## src/hw/rtl/assert_macros.svh

```systemverilog
// Assertion helper macros for the genset autostart sequencer RTL.
// Depends on nothing; included by modules that carry assertions.
`ifndef ASSERT_MACROS_SVH
`define ASSERT_MACROS_SVH

// Check a property on every rising edge of i_clk outside reset.
`define ASSERT_PROP(lbl, prop, msg) \
    lbl: assert property (@(posedge i_clk) disable iff (!i_rst_n) (prop)) \
        else $error(msg);

// Check that a condition never holds outside reset.
`define ASSERT_NEVER(lbl, cond, msg) \
    `ASSERT_PROP(lbl, !(cond), msg)

`endif

```

## src/hw/rtl/gas_pkg.sv

```systemverilog
// Shared types and constants for the genset autostart sequencer.
// Depends on nothing; imported by every module of the block.
package gas_pkg;

    localparam int RpmW     = 13;
    localparam int CntW     = 8;
    localparam int AttW     = 4;
    localparam int CodeW    = 3;
    localparam int CfgIdxW  = 3;
    localparam int CfgDataW = 13;

    typedef logic [CfgIdxW-1:0] t_cfg_idx;

    localparam t_cfg_idx CFG_CRANK_TIMEOUT = 3'd0;
    localparam t_cfg_idx CFG_MAX_ATTEMPTS  = 3'd1;
    localparam t_cfg_idx CFG_STARTED_RPM   = 3'd2;
    localparam t_cfg_idx CFG_WARMUP_TARGET = 3'd3;
    localparam t_cfg_idx CFG_COOL_TARGET   = 3'd4;

    localparam logic [CntW-1:0] RstCrankTimeout = 8'd3;
    localparam logic [AttW-1:0] RstMaxAttempts  = 4'd3;
    localparam logic [RpmW-1:0] RstStartedRpm   = 13'd300;
    localparam logic [CntW-1:0] RstWarmupTarget = 8'd2;
    localparam logic [CntW-1:0] RstCoolTarget   = 8'd2;

    typedef enum logic [CodeW-1:0] {
        CMD_STOP    = 3'd0,
        CMD_OPEN    = 3'd1,
        CMD_COOL    = 3'd2,
        CMD_PREHEAT = 3'd3,
        CMD_CRANK   = 3'd4,
        CMD_CLOSE   = 3'd5
    } t_cmd;

    typedef enum logic [CodeW-1:0] {
        FLT_NONE      = 3'd0,
        FLT_ESTOP     = 3'd1,
        FLT_OIL       = 3'd2,
        FLT_BATT      = 3'd3,
        FLT_STARTFAIL = 3'd4
    } t_fault;

    typedef struct packed {
        logic [CntW-1:0] crank_timeout;
        logic [AttW-1:0] max_attempts;
        logic [RpmW-1:0] started_rpm;
        logic [CntW-1:0] warmup_target;
        logic [CntW-1:0] cool_target;
    } t_cfg;

    typedef struct packed {
        logic            estop;
        logic            reset_req;
        logic            utility;
        logic [RpmW-1:0] rpm;
        logic            oil_ok;
        logic            batt_ok;
    } t_tick;

    typedef struct packed {
        logic [CodeW-1:0] gen_state;
        t_cmd             cmd;
        t_fault           fault;
        logic [AttW-1:0]  attempts;
        logic             closed;
    } t_result;

endpackage

```

## src/hw/rtl/gas_cfg_regs.sv

```systemverilog
// Configuration register file of the genset autostart sequencer.
// Depends on gas_pkg.
module gas_cfg_regs (
    input  logic                          i_clk,
    input  logic                          i_rst_n,
    input  logic                          i_cfg_we,
    input  gas_pkg::t_cfg_idx             i_cfg_index,
    input  logic [gas_pkg::CfgDataW-1:0]  i_cfg_data,
    output gas_pkg::t_cfg                 o_cfg
);
    import gas_pkg::*;

    t_cfg r_cfg;

    always_ff @(posedge i_clk) begin
        if (!i_rst_n) begin
            r_cfg.crank_timeout <= RstCrankTimeout;
            r_cfg.max_attempts  <= RstMaxAttempts;
            r_cfg.started_rpm   <= RstStartedRpm;
            r_cfg.warmup_target <= RstWarmupTarget;
            r_cfg.cool_target   <= RstCoolTarget;
        end else if (i_cfg_we) begin
            unique case (i_cfg_index)
                CFG_CRANK_TIMEOUT: r_cfg.crank_timeout <= i_cfg_data[CntW-1:0];
                CFG_MAX_ATTEMPTS:  r_cfg.max_attempts  <= i_cfg_data[AttW-1:0];
                CFG_STARTED_RPM:   r_cfg.started_rpm   <= i_cfg_data[RpmW-1:0];
                CFG_WARMUP_TARGET: r_cfg.warmup_target <= i_cfg_data[CntW-1:0];
                CFG_COOL_TARGET:   r_cfg.cool_target   <= i_cfg_data[CntW-1:0];
                default: ; // drop writes to unused indexes
            endcase
        end
    end

    assign o_cfg = r_cfg;

endmodule

```

## src/hw/rtl/gas_seq_core.sv

```systemverilog
// Sequencer state and next-state logic of the genset autostart sequencer.
// Depends on gas_pkg and assert_macros.svh.
`include "assert_macros.svh"

module gas_seq_core (
    input  logic             i_clk,
    input  logic             i_rst_n,
    input  logic             i_en,
    input  gas_pkg::t_tick   i_tick,
    input  gas_pkg::t_cfg    i_cfg,
    output gas_pkg::t_result o_res
);
    import gas_pkg::*;

    typedef enum logic [CodeW-1:0] {
        M_IDLE  = 3'd0,
        M_DELAY = 3'd1,
        M_CRANK = 3'd2,
        M_WARM  = 3'd3,
        M_RUN   = 3'd4,
        M_COOL  = 3'd5,
        M_FAULT = 3'd6
    } t_mode;

    localparam logic [AttW-1:0] AttMax = '1;
    localparam logic [CntW-1:0] CntOne = CntW'(1);

    t_mode           r_mode,     n_mode;
    t_fault          r_held,     n_held;
    logic [AttW-1:0] r_attempts, n_attempts;
    logic [CntW-1:0] r_crank,    n_crank;
    logic [CntW-1:0] r_warm,     n_warm;
    logic [CntW-1:0] r_cool,     n_cool;
    t_cmd            res_cmd;
    t_fault          res_fault;
    logic            res_closed;
    logic            started;
    logic            rpm_zero;
    logic [CntW-1:0] warm_inc;

    assign started  = i_tick.rpm >= i_cfg.started_rpm;
    assign rpm_zero = i_tick.rpm == '0;
    assign warm_inc = r_warm + CntOne;

    always_comb begin
        n_mode     = r_mode;
        n_held     = r_held;
        n_attempts = r_attempts;
        n_crank    = r_crank;
        n_warm     = r_warm;
        n_cool     = r_cool;
        res_cmd    = CMD_STOP;
        res_fault  = FLT_NONE;
        res_closed = 1'b0;

        if (i_tick.estop) begin
            n_mode    = M_FAULT;
            n_held    = FLT_ESTOP;
            n_crank   = '0;
            n_warm    = '0;
            n_cool    = '0;
            res_fault = FLT_ESTOP;
        end else if (r_mode == M_FAULT) begin
            if (i_tick.reset_req && i_tick.utility && rpm_zero) begin
                n_mode     = M_IDLE;
                n_held     = FLT_NONE;
                n_attempts = '0;
                res_cmd    = CMD_OPEN;
            end else begin
                res_fault = r_held;
            end
        end else if ((r_mode == M_WARM || r_mode == M_RUN) && !i_tick.oil_ok) begin
            n_mode    = M_FAULT;
            n_held    = FLT_OIL;
            n_crank   = '0;
            n_warm    = '0;
            n_cool    = '0;
            res_fault = FLT_OIL;
        end else if (i_tick.utility) begin
            // Mains back: wind down whatever is in progress.
            if (r_mode == M_RUN || r_mode == M_WARM || r_mode == M_CRANK ||
                r_mode == M_DELAY) begin
                n_mode  = M_COOL;
                n_cool  = CntOne;
                res_cmd = CMD_COOL;
            end else if (r_mode == M_COOL) begin
                if (rpm_zero || r_cool >= i_cfg.cool_target) begin
                    n_mode     = M_IDLE;
                    n_attempts = '0;
                    n_cool     = '0;
                    res_cmd    = CMD_OPEN;
                end else begin
                    n_cool  = r_cool + CntOne;
                    res_cmd = CMD_COOL;
                end
            end else begin
                n_mode     = M_IDLE;
                n_held     = FLT_NONE;
                n_attempts = '0;
                res_cmd    = CMD_OPEN;
            end
        end else begin
            unique case (r_mode)
                M_IDLE: begin
                    if (!i_tick.batt_ok) begin
                        n_mode    = M_FAULT;
                        n_held    = FLT_BATT;
                        n_crank   = '0;
                        n_warm    = '0;
                        n_cool    = '0;
                        res_fault = FLT_BATT;
                    end else begin
                        n_mode  = M_DELAY;
                        res_cmd = CMD_PREHEAT;
                    end
                end
                M_DELAY: begin
                    if (!i_tick.batt_ok) begin
                        n_mode    = M_FAULT;
                        n_held    = FLT_BATT;
                        n_crank   = '0;
                        n_warm    = '0;
                        n_cool    = '0;
                        res_fault = FLT_BATT;
                    end else begin
                        n_mode = M_CRANK;
                        if (r_attempts != AttMax) begin
                            n_attempts = r_attempts + AttW'(1);
                        end
                        n_crank = CntOne;
                        res_cmd = CMD_CRANK;
                    end
                end
                M_CRANK: begin
                    if (started) begin
                        n_mode  = M_WARM;
                        n_warm  = CntOne;
                        n_crank = '0;
                        res_cmd = CMD_OPEN;
                    end else if (!i_tick.batt_ok) begin
                        n_mode    = M_FAULT;
                        n_held    = FLT_BATT;
                        n_crank   = '0;
                        n_warm    = '0;
                        n_cool    = '0;
                        res_fault = FLT_BATT;
                    end else if (r_crank >= i_cfg.crank_timeout) begin
                        n_crank = '0;
                        if (r_attempts >= i_cfg.max_attempts) begin
                            n_mode    = M_FAULT;
                            n_held    = FLT_STARTFAIL;
                            n_warm    = '0;
                            n_cool    = '0;
                            res_fault = FLT_STARTFAIL;
                        end else begin
                            n_mode  = M_DELAY;
                            res_cmd = CMD_PREHEAT;
                        end
                    end else begin
                        n_crank = r_crank + CntOne;
                        res_cmd = CMD_CRANK;
                    end
                end
                M_WARM: begin
                    if (!started) begin
                        n_mode    = M_FAULT;
                        n_held    = FLT_STARTFAIL;
                        n_crank   = '0;
                        n_warm    = '0;
                        n_cool    = '0;
                        res_fault = FLT_STARTFAIL;
                    end else if (warm_inc >= i_cfg.warmup_target) begin
                        n_mode     = M_RUN;
                        res_cmd    = CMD_CLOSE;
                        res_closed = 1'b1;
                    end else begin
                        n_warm  = warm_inc;
                        res_cmd = CMD_OPEN;
                    end
                end
                M_RUN: begin
                    res_cmd    = CMD_CLOSE;
                    res_closed = 1'b1;
                end
                M_COOL: begin
                    n_cool  = CntOne;
                    res_cmd = CMD_COOL;
                end
                default: begin
                    res_fault = r_held;
                end
            endcase
        end
    end

    always_ff @(posedge i_clk) begin
        if (!i_rst_n) begin
            r_mode     <= M_IDLE;
            r_held     <= FLT_NONE;
            r_attempts <= '0;
            r_crank    <= '0;
            r_warm     <= '0;
            r_cool     <= '0;
        end else if (i_en) begin
            r_mode     <= n_mode;
            r_held     <= n_held;
            r_attempts <= n_attempts;
            r_crank    <= n_crank;
            r_warm     <= n_warm;
            r_cool     <= n_cool;
        end
    end

    assign o_res.gen_state = n_mode;
    assign o_res.cmd       = res_cmd;
    assign o_res.fault     = res_fault;
    assign o_res.attempts  = n_attempts;
    assign o_res.closed    = res_closed;

    `ASSERT_PROP(a_attempts_monotonic,
        1'b1 |=> (r_attempts == '0 || r_attempts >= $past(r_attempts)),
        "attempt count dropped without a clear")
    `ASSERT_NEVER(a_fault_counters_clear,
        r_mode == M_FAULT && (r_crank != '0 || r_warm != '0 || r_cool != '0),
        "tick counters live in latched fault")
    `ASSERT_NEVER(a_held_clear_outside_fault,
        r_mode != M_FAULT && r_held != FLT_NONE,
        "fault code held outside latched fault")

endmodule

```

## src/hw/rtl/generator_autostart_sequencer_unit.sv

```systemverilog
// Top level of the genset autostart sequencer: input register, sequencer core,
// result register and configuration registers. Depends on gas_pkg,
// gas_cfg_regs, gas_seq_core and assert_macros.svh.
//
// One input beat is one control tick. A tick sits in the input register, the
// sequencer core resolves it in combinational next-state logic (one compare
// per tick counter) and the result beat lands in the result register, so the
// block takes one tick per clock while no result beat is stalled, and a result
// beat is presented in the cycle after its tick advances. The only limit on rate
// is the output side: while a result beat is stalled the tick behind it holds in
// the input register, and a third tick is stalled. Configuration registers are
// written with i_cfg_we and must only be changed while no tick is in flight.
`include "assert_macros.svh"

module generator_autostart_sequencer_unit (
    input  logic                          i_clk,
    input  logic                          i_rst_n,
    // configuration write port
    input  logic                          i_cfg_we,
    input  gas_pkg::t_cfg_idx             i_cfg_index,
    input  logic [gas_pkg::CfgDataW-1:0]  i_cfg_data,
    // tick input channel
    input  logic                          i_in_valid,
    output logic                          o_in_stall,
    input  logic                          i_emergency_stop,
    input  logic                          i_reset_request,
    input  logic                          i_utility_present,
    input  logic [gas_pkg::RpmW-1:0]      i_engine_rpm,
    input  logic                          i_oil_ok,
    input  logic                          i_battery_ok,
    // result channel
    output logic                          o_out_valid,
    input  logic                          i_out_stall,
    output logic [gas_pkg::CodeW-1:0]     o_gen_state,
    output logic [gas_pkg::CodeW-1:0]     o_command_code,
    output logic [gas_pkg::CodeW-1:0]     o_fault_code,
    output logic [gas_pkg::AttW-1:0]      o_attempt_count,
    output logic                          o_load_connected
);
    import gas_pkg::*;

    t_cfg    cfg;
    t_result core_res;

    logic    r_in_valid;
    t_tick   r_tick;
    logic    r_out_valid;
    t_result r_res;

    // The core advances when a tick is held and the result register is free
    // or being emptied this cycle.
    logic    advance;

    assign advance    = r_in_valid && (!r_out_valid || !i_out_stall);
    assign o_in_stall = r_in_valid && !advance;

    gas_cfg_regs u_cfg (
        .i_clk       (i_clk),
        .i_rst_n     (i_rst_n),
        .i_cfg_we    (i_cfg_we),
        .i_cfg_index (i_cfg_index),
        .i_cfg_data  (i_cfg_data),
        .o_cfg       (cfg)
    );

    gas_seq_core u_core (
        .i_clk   (i_clk),
        .i_rst_n (i_rst_n),
        .i_en    (advance),
        .i_tick  (r_tick),
        .i_cfg   (cfg),
        .o_res   (core_res)
    );

    // Input register: load a new beat whenever the slot is empty or draining.
    always_ff @(posedge i_clk) begin
        if (!i_rst_n) begin
            r_in_valid <= 1'b0;
        end else if (!o_in_stall) begin
            r_in_valid <= i_in_valid;
        end
    end

    always_ff @(posedge i_clk) begin
        if (!o_in_stall && i_in_valid) begin
            r_tick.estop     <= i_emergency_stop;
            r_tick.reset_req <= i_reset_request;
            r_tick.utility   <= i_utility_present;
            r_tick.rpm       <= i_engine_rpm;
            r_tick.oil_ok    <= i_oil_ok;
            r_tick.batt_ok   <= i_battery_ok;
        end
    end

    // Result register: capture on advance, drop once the beat is taken.
    always_ff @(posedge i_clk) begin
        if (!i_rst_n) begin
            r_out_valid <= 1'b0;
        end else if (advance) begin
            r_out_valid <= 1'b1;
        end else if (!i_out_stall) begin
            r_out_valid <= 1'b0;
        end
    end

    always_ff @(posedge i_clk) begin
        if (advance) begin
            r_res <= core_res;
        end
    end

    assign o_out_valid        = r_out_valid;
    assign o_gen_state        = r_res.gen_state;
    assign o_command_code     = r_res.cmd;
    assign o_fault_code       = r_res.fault;
    assign o_attempt_count    = r_res.attempts;
    assign o_load_connected   = r_res.closed;

    `ASSERT_PROP(a_advance_fills_result, advance |=> r_out_valid,
        "processed tick produced no result beat")
    `ASSERT_PROP(a_contactor_matches_cmd,
        r_out_valid |-> (r_res.closed == (r_res.cmd == CMD_CLOSE)),
        "contactor flag disagrees with close command")
    `ASSERT_PROP(a_fault_means_stop,
        (r_out_valid && r_res.fault != FLT_NONE) |-> (r_res.cmd == CMD_STOP),
        "fault reported without stop command")

endmodule
```

## config.mk

```make
export PLATFORM = sky130hd
export DESIGN_NAME = generator_autostart_sequencer_unit
export DESIGN_NICKNAME = d
export VERILOG_FILES = /design/src/hw/rtl/gas_pkg.sv /design/src/hw/rtl/gas_cfg_regs.sv /design/src/hw/rtl/gas_seq_core.sv /design/src/hw/rtl/generator_autostart_sequencer_unit.sv
export VERILOG_INCLUDE_DIRS = /design/src /design/src/hw/rtl
export SDC_FILE = /design/constraint.sdc
export NUM_CORES = 1
export LEC_CHECK = 0
export ABC_AREA = 1
export BUFFER_PORTS_ARGS = -buffer_cell sky130_fd_sc_hd__clkbuf_2
export CORE_MARGIN = 2
export CORE_UTILIZATION = 40
export DETAILED_ROUTE_END_ITERATION = 10
export GPL_ROUTABILITY_DRIVEN = 0
export GPL_TIMING_DRIVEN = 0
export PLACE_DENSITY_LB_ADDON = 0.1
export SETUP_SLACK_MARGIN = 0.3
export SKIP_CTS_REPAIR_TIMING = 1
export SYNTH_ARGS = -nofsm -noshare
export SYNTH_HDL_FRONTEND = slang
export SYNTH_HIERARCHICAL = 1
export SYNTH_SLANG_ARGS = --single-unit
```

## constraint.sdc

```tcl
create_clock -name i_clk -period 2.8 [get_ports i_clk]
set_input_delay 0.7 -clock i_clk [delete_from_list [all_inputs] [get_ports i_clk]]
set_output_delay 0.7 -clock i_clk [all_outputs]
set_load 0.1 [all_outputs]
```

==> results of run 1 <==
-- sequential cells by signal, indices dropped and copies added (netlist names), 4 cells and up --
signal	count
r_tick	18
u_core/r_warm	8
o_attempt_count	4
u_core/r_cool	8
u_cfg/o_cfg	41
u_core/r_crank	8
u_core/r_attempts	4
-- final cells by class --
class                   instances  area [sq um]
fillers                      1680          8437
multi-input cells             644          3643
flip-flops and latches        109          2517
inverters                     147         560.5
repair buffers                 83         513.0
well taps                     220         275.3
clock buffers                  11         242.7
plain buffers                  21         151.4
clock inverters                 5         66.31
-- metrics by stage --
step	instance area (sq um)	instances	hold WS [ns]	worst slack [ns]
after detailed placement	7211	1195	0.4640	-0.3720
after floorplan	6665	921	0.4417	0.3038
after global routing	7970	1240	0.5003	-0.1879
final	7970	1240	0.4742	0.06118
after CTS	7520	1211	0.4816	-0.1080
after global placement	7211	1195	0.4576	-0.3826
-- cells by family after synthesis --
| group | Yosys count | share of synthesized area |
|---|---|---|
| simple gates | 471 | 0.3139 |
| buf+inv | 168 | 0.1059 |
| compound gates | 116 | 0.1018 |
| flops | 109 | 0.3776 |
| fa+ha+maj | 45 | 0.08495 |
| xor+xnor | 12 | 0.01586 |
-- worst max-delay path, cell delays in order, from the launching register on --
cell and delay (ns):
dfxtp_4 0.39, nand3_4 0.07, inv_2 0.07, nand3_4 0.08, nor3b_4 0.21, xnor2_1 0.16, inv_1 0.10, ha_4 0.25
nand2_2 0.05, inv_2 0.03, nor2_2 0.09, o21a_1 0.14, nand3_2 0.12, nand2_1 0.11, nor2_2 0.05, o21ai_2 0.12
nand2_1 0.08, nor2_2 0.13, buf_6 0.16, nand2_2 0.05, o21ai_1 0.07, nor2_1 0.05
-- report_power, final --
group	total (W)	internal, W	switching, W
Sequential	0.00175	0.00170	0.0000541
Combinational	0.000808	0.000272	0.000536
Clock	0.00135	0.000731	0.000616
-- worst paths after layout --
path                                 startpoint                       endpoint  slack, ns  cells after the start
setup / recovery  u_core/r_warm[0]$_SDFFE_PN0P_  u_core/r_warm[6]$_SDFFE_PN0P_       0.06                     21
hold / removal     u_cfg/o_cfg[19]$_SDFFE_PN1P_   u_cfg/o_cfg[19]$_SDFFE_PN1P_       0.47                      2
setup reg to reg  u_core/r_warm[0]$_SDFFE_PN0P_  u_core/r_warm[6]$_SDFFE_PN0P_       0.06                     21
hold reg to reg    u_cfg/o_cfg[19]$_SDFFE_PN1P_   u_cfg/o_cfg[19]$_SDFFE_PN1P_       0.47                      2
-- metal layers --
layer,global-route usage,vias up,routed length (um)
li1,-,3156,-
met1,0.2822,2736,8471
met2,0.3048,133,7611
met3,0.03333,10,784
met4,0.04839,0,178
met5,0,-,0
-- cell usage in the layout, fill, tap and decap left out, types with 4 or more instances in the layout --
cell | netlist | routed
nor2_2 | 4 | 10
nor2_1 | 145 | 135
inv_1 | 139 | 136
nor3_1 | 8 | 8
edfxtp_1 | 32 | 32
dfxtp_1 | 77 | 71
nand4_1 | 12 | 12
o21ai_0 | 33 | 27
nand2_1 | 190 | 180
nand3_4 | 0 | 4
clkbuf_2 | 1 | 55
nand2_4 | 5 | 7
a21oi_2 | 3 | 5
nand3_1 | 80 | 76
o211ai_1 | 6 | 6
buf_4 | 2 | 29
o21ai_2 | 1 | 5
nand2_2 | 7 | 15
clkbuf_1 | 7 | 8
ha_1 | 45 | 42
nor2_4 | 8 | 12
a21oi_1 | 53 | 50
a31oi_1 | 4 | 4
buf_6 | 3 | 4
clkbuf_8 | 3 | 4
clkbuf_16 | 0 | 9
inv_2 | 5 | 8
o21ai_1 | 5 | 7
xor2_1 | 9 | 8
==> metrics, run 1 <==
antenna violations before repair 0; PortBufs 54; post-synthesis instance total 921; drt pass-1 iters 5; Post-Route Setup TNS 0 ns; largest net degree at the start of global routing 19; worst skew pair latency 0.36 ns; Synth Area per Inst 7.196 sq um; layout cell share with drive strength beyond 1 0.1951; # DRC 0; Static Leak 3.704 nW; headroom to the max-slew limit 0.3342; vias in the first global route 5509; vias per cell 4.867; Synth area leader dfxtp_1; Final Util 0.4858; Min-Delay Path Class register to register; H-tree Lvls 3; CTS root buffer clkbuf_16; minimum clock period 2.739 ns; Peak VDD IR 0.3215 mV; CTS clk-pin slew, worst paths 0.07 ns; area share of the largest cell type after synthesis 0.2326; crit path kind register to register; count of cell types in the netlist 46; max cap viols 0; CORE AREA 16410 sq um; Synth top cells by count 190 x nand2_1, 145 x nor2_1, 139 x inv_1, 80 x nand3_1, 77 x dfxtp_1; Area growth syn-to-layout 20.26%; cell with the most instances after synthesis nand2_1; EDFF count, synth 32; Detail Route Antenna Nets 0; Max Clock Skew 0.01175 ns; Hold Vio Cnt, Final 0; Post-Syn Area 6628 sq um; gr ovfl total 0; nets 1099; Worst EP arrival 2.96 ns; Synth Register Bits 109; post-detailed-route wirelength per cell 13.75 um; unrepaired setup endpoints after global routing yes; status finished, final reports clean; Async S/R FF share, synth 0; Cell Pwr Density 490.5 nW/um^2; GRT Util Overall 0.1957; Die W 132.7 um; yosys warns 6; worst slew pin tran 0.9976 ns; first-pass GRT wire length 27460 um; clk sinks 109; initial DRC count 482; num rows 47; die area 17610 sq um; Worst Setup End Kind register; io pins 55; Tot Pwr 0.003909 W; Primary FF master, synth dfxtp_1; Mapped Nets 1005; CP startpoint kind register; Die H 132.7 um; CTS buffer count 9; ranking of synthesized cells by area dfxtp_1 23%, edfxtp_1 14%, nand2_1 11%; n_diodes 0; hpwl dp 12760 um; CTS tree yes; setup violators final 0; Starting Density 0.4040; Data required, critical path 3.02 ns; WL final 17050 um; vias 6035; max-slew violation count 0; Critical Path Fanout Max 7; Max Freq 365.1 MHz; Final Cycle Share 0.9782; clk buf depth 2; sequential share of the synthesized area 0.3776
(Power assumes the default switching activity.)
==> inputs of run 2 (changes only) <==
- CORE_UTILIZATION: 40 -> 55
- SLEW_MARGIN: unset -> 20
==> metrics, run 2 (same netlist as run 1, synthesis figures left out) <==
Tot Pwr 0.003809 W; hpwl dp 11910 um; worst r2r src u_core/r_warm[0]$_SDFFE_PN0P_; Worst Setup End Kind register; max-slew violation count 0; commonest cells after routing, fill and taps aside 181 x nand2_1, 141 x nor2_1, 136 x inv_1, 77 x nand3_1, 73 x dfxtp_1; Min-Delay Path Class register to register; clock share of power 0.335; Max Clock Skew 0.01014 ns; CTS clk-pin slew, worst paths 0.07 ns; CP startpoint u_core/r_warm[0]$_SDFFE_PN0P_; worst reg2reg setup slack 0.005 ns; PortBufs 54; Comb power frac 0.205; Detail Route Antenna Nets 0; end of the worst hold path u_cfg/o_cfg[1]$_SDFFE_PN1P_; Final Cycle Share 0.9981; CTS tree yes; Area growth syn-to-layout 17.03%; WL final 16050 um; Starting Density 0.5588; initial DRC count 609; HP Start u_cfg/o_cfg[1]$_SDFFE_PN1P_; CTS buffer count 9; hold slack 0.4797 ns; sw frac 0.3068; largest net degree at the start of global routing 19; layout cell share with drive strength beyond 1 0.1811; H-tree Lvls 3; worst skew pair latency 0.36 ns; WHS Path Cells 2; CTS root buffer clkbuf_16; Static Leak 3.653 nW; CORE AREA 11860 sq um; sequential cell area 2512 sq um; Hold Vio Cnt, Final 0; Peak VDD IR 0.4980 mV; R2R cell count 18; P_int 0.002640 W; placed instance area 7119 sq um; io pins 55; commonest non-fill, non-tap cell in the layout nand2_1; drt pass-1 iters 6; area of the multi-input gates 3597 sq um; vias per cell 5.238; fillcell total 1105; max FFs per register 41; GRT Util Overall 0.2493; vias in the first global route 5256; nets 1095; num rows 40; RR Endpoint u_core/r_warm[6]$_SDFFE_PN0P_; unrepaired setup endpoints after global routing yes; first-pass GRT wire length 25380 um; Post-Route Setup TNS 0 ns; Die H 113.8 um; gr ovfl total 0; Die W 113.8 um; post-route cell area 7756 sq um; Max Freq 357.8 MHz; clk sinks 109; Worst EP arrival 3.02 ns; worst slew pin tran 0.6777 ns; max cap viols 0; Placement Setup Slack -0.3775 ns; antenna violations before repair 0; sw power 0.001169 W; crit path kind register to register; minimum clock period 2.795 ns; status finished, final reports clean; die area 12940 sq um; Sequential Power Share 0.460; setup violators final 0; n_diodes 0; Cell Pwr Density 491.1 nW/um^2; post-detailed-route wirelength per cell 13.80 um; Setup WS post-layout 0.005298 ns; vias 6092; Data required, critical path 3.03 ns; CP startpoint kind register; clk buf depth 2; # DRC 0; headroom to the max-slew limit 0.5477; Critical Path Fanout Max 5
## run 2: power groups by stage
stage / clock network, W / logic, W / registers (W)
4_1_cts: 0.00131 / 0.000696 / 0.00175
3_5_place_dp: 0 / 0.000692 / 0.00179
2_1_floorplan: 0 / 0.000436 / 0.00186
5_1_grt: 0.00136 / 0.000861 / 0.00176
3_3_place_gp: 0 / 0.000686 / 0.00179
6_report: 0.00128 / 0.000782 / 0.00175
## run 2: routing by layer
layer	wire length [um]	vias up	part of all wire	GRT usage
li1	-	3142	-	-
met1	7232	2725	0.45	0.3405
met2	7109	194	0.44	0.3812
met3	1285	31	0.080	0.06323
met4	424	0	0.026	0.09675
met5	0	-	0	0
## run 2: final cells by class
class | instances | share of cell area
Multi-Input combinational cell | 645 | 0.4638
Sequential cell | 109 | 0.3239
Buffer | 21 | 0.01984
Clock buffer | 12 | 0.03452
Timing Repair Buffer | 78 | 0.05807
Inverter | 147 | 0.07227
Tap cell | 147 | 0.02371
Clock inverter | 4 | 0.003872
## run 2: worst max-delay path by stage
stage                                          endpoint  slack, ns  cells past startpoint
after floorplan           u_core/r_warm[6]$_SDFFE_PN0P_       0.30                     21
after global placement    u_core/r_cool[4]$_SDFFE_PN0P_      -0.32                     12
after detailed placement  u_core/r_cool[3]$_SDFFE_PN0P_      -0.38                     12
after CTS                 u_core/r_warm[6]$_SDFFE_PN0P_      -0.24                     21
after global routing      u_core/r_warm[7]$_SDFFE_PN0P_      -0.08                     16
final                     u_core/r_warm[6]$_SDFFE_PN0P_      0.005                     18
## run 2: metrics by stage
| step | util | std cells |
|---|---|---|
| 3_3_place_gp | 0.6002 | 1122 |
| 6_report | 0.6539 | 1163 |
| 2_1_floorplan | - | 921 |
| 5_1_grt | 0.6539 | 1163 |
| 3_5_place_dp | 0.6002 | 1122 |
| 4_1_cts | 0.6253 | 1138 |
## run 2: worst max-delay path: stages (launching register included)
cell and delay [ns]:
dfxtp_4 0.40, ha_2 0.21, nand3_1 0.12, nand3b_1 0.23, xor2_2 0.18, ha_1 0.29, nand2_2 0.08, nor2_2 0.04
nand4_1 0.13, nand3_4 0.13, nand2_2 0.10, nor2_4 0.04, o21ai_2 0.18, nand2_2 0.09, nor2_4 0.14, buf_6 0.15
nand2_2 0.04, o21ai_1 0.07, nor2_1 0.05
==> inputs of run 3 (changes only) <==
- clock period: 2.8 -> 3.25 ns (I/O delays scaled with it)
==> metrics, run 3 (same netlist as run 1, synthesis figures left out) <==
status finished, final reports clean; WL met1 6992 um; P_int 0.002226 W; setup violators final 0; sequential cell area 2511 sq um; commonest non-fill, non-tap cell in the layout nand2_1; max-slew violation count 0; antenna violations before repair 0; Worst Path Buf+Inv 4; Cell Pwr Density 426.6 nW/um^2; Comb power frac 0.197; worst skew pair latency 0.37 ns; Final Cycle Share 0.8747; crit path to u_core/r_warm[5]$_SDFFE_PN0P_; clk buf depth 2; GRT Util Overall 0.2505; Max Freq 351.8 MHz; Max Clock Skew 0.01107 ns; fillcell total 1148; vias 5939; Sequential Power Share 0.470; Die W 113.8 um; io pins 55; Min-Delay Path Class register to register; n_diodes 0; Worst EP arrival 3.10 ns; PortBufs 54; WHS Path Cells 2; CP startpoint kind register; minimum clock period 2.843 ns; metal2 WL 7295 um; gr ovfl total 0; CTS root buffer clkbuf_16; clk sinks 109; Final Util 0.6338; largest net degree at the start of global routing 19; critical path's top delay family simple AND/OR/NAND/NOR gates; CORE AREA 11860 sq um; CTS tree yes; Data required, critical path 3.51 ns; initial DRC count 441; H-tree Lvls 3; Tot Pwr 0.003207 W; post-route cell area 7517 sq um; Non-Filler Instances 1146; worst reg2reg setup slack 0.41 ns; CTS buffer count 9; vias per cell 5.182; top layer in use met4; headroom to the max-slew limit 0.5242; vias in the first global route 5494; commonest cells after routing, fill and taps aside 189 x nand2_1, 141 x nor2_1, 139 x inv_1, 77 x nand3_1, 74 x dfxtp_1; worst r2r src u_core/r_warm[2]$_SDFFE_PN0P_; area of the multi-input gates 3501 sq um; Worst Setup End Kind register; num rows 40; sw frac 0.3059; Critical Path Stages 20; layout cell share with drive strength beyond 1 0.1481; Starting Density 0.5588; die area 12940 sq um; sequence of cells on the critical path nand3_2 -> inv_1 -> nand3_2 -> nor3b_2 -> xnor2_1 -> inv_1 -> ha_4 -> nand2_1 -> nor2_2 -> nand4_1 -> nand3_4 -> nand2_2 -> nor2_4 -> o21ai_2 -> nand2_1 -> nor2_4 -> buf_6 -> buf_4 -> nor2_1 -> nor2_1; slowest stage delay, CP 0.37 ns; hpwl dp 11770 um; unrepaired setup endpoints after global routing no; # DRC 0; Peak VDD IR 0.4225 mV; R2R cell count 20; Die H 113.8 um; clock share of power 0.333; sw power 0.0009809 W; CTS clk-pin slew, worst paths 0.07 ns; slowest CP cell dfxtp_4; RR Endpoint u_core/r_warm[5]$_SDFFE_PN0P_; metal3 WL 764 um; worst slew pin tran 0.7129 ns; Hold Vio Cnt, Final 0; max FFs per register 41; Detail Route Antenna Nets 0; Critical Path Fanout Max 5; post-detailed-route wirelength per cell 13.35 um; crit path kind register to register; max cap viols 0; nets 1078; CP startpoint u_core/r_warm[2]$_SDFFE_PN0P_; first-pass GRT wire length 25790 um; Cell Count Post-Placement 1122; WL final 15300 um; drt pass-1 iters 5; Area growth syn-to-layout 13.42%; placed instance area 7086 sq um; Post-Route Setup TNS 0 ns; Static Leak 3.552 nW
run 3: cell types whose count changed in the layout (fill, tap and decap cells not counted), sizes merged:
cell / delta
buf: -17
clkinv: +2
clkinvlp: -1
a31oi: -1
run 3: cell type report:
type,count,area share
Multi-Input combinational cell,644,0.4657
Sequential cell,109,0.3341
Inverter,147,0.07407
Timing Repair Buffer,62,0.04361
Clock buffer,11,0.03362
Tap cell,147,0.02447
Buffer,21,0.02014
Clock inverter,5,0.004328
run 3: power groups by stage:
stage,sequential (W),clock (W),combinational (W)
3_5_place_dp,0.00154,0,0.000594
3_3_place_gp,0.00154,0,0.000587
6_report,0.00151,0.00107,0.000630
5_1_grt,0.00152,0.00115,0.000707
4_1_cts,0.00151,0.00109,0.000597
2_1_floorplan,0.00161,0,0.000372
run 3: worst min-delay path by stage:
stage	startpoint	end	slack (ns)
floorplan	u_cfg/o_cfg[18]$_SDFFE_PN1P_	u_cfg/o_cfg[18]$_SDFFE_PN1P_	0.44
global placement	u_cfg/o_cfg[37]$_SDFFE_PN0P_	u_cfg/o_cfg[37]$_SDFFE_PN0P_	0.46
detailed placement	u_cfg/o_cfg[34]$_SDFFE_PN1P_	u_cfg/o_cfg[34]$_SDFFE_PN1P_	0.46
CTS	u_cfg/o_cfg[34]$_SDFFE_PN1P_	u_cfg/o_cfg[34]$_SDFFE_PN1P_	0.48
global route	u_cfg/o_cfg[25]$_SDFFE_PN0P_	u_cfg/o_cfg[25]$_SDFFE_PN0P_	0.50
finish	u_cfg/o_cfg[34]$_SDFFE_PN1P_	u_cfg/o_cfg[34]$_SDFFE_PN1P_	0.48
run 3: stage by stage:
stage          setup WS (ns)  hold slack, ns
6_report              0.4071          0.4788
3_5_place_dp         -0.2533          0.4614
2_1_floorplan         0.4721          0.4417
3_3_place_gp         -0.2338          0.4607
4_1_cts               0.1142          0.4783
5_1_grt               0.1979          0.4984
run 3: metal layers:
layer	vias up	GRT usage
met4	0	0.07154
met2	140	0.4228
met5	-	0
met3	19	0.05420
met1	2668	0.3254
li1	3112	-
run 3: worst min-delay path, cell delays in order (launching register included):
cell     delay [ns]
dfxtp_1        0.33
nand2_1        0.05
nand3_1        0.07
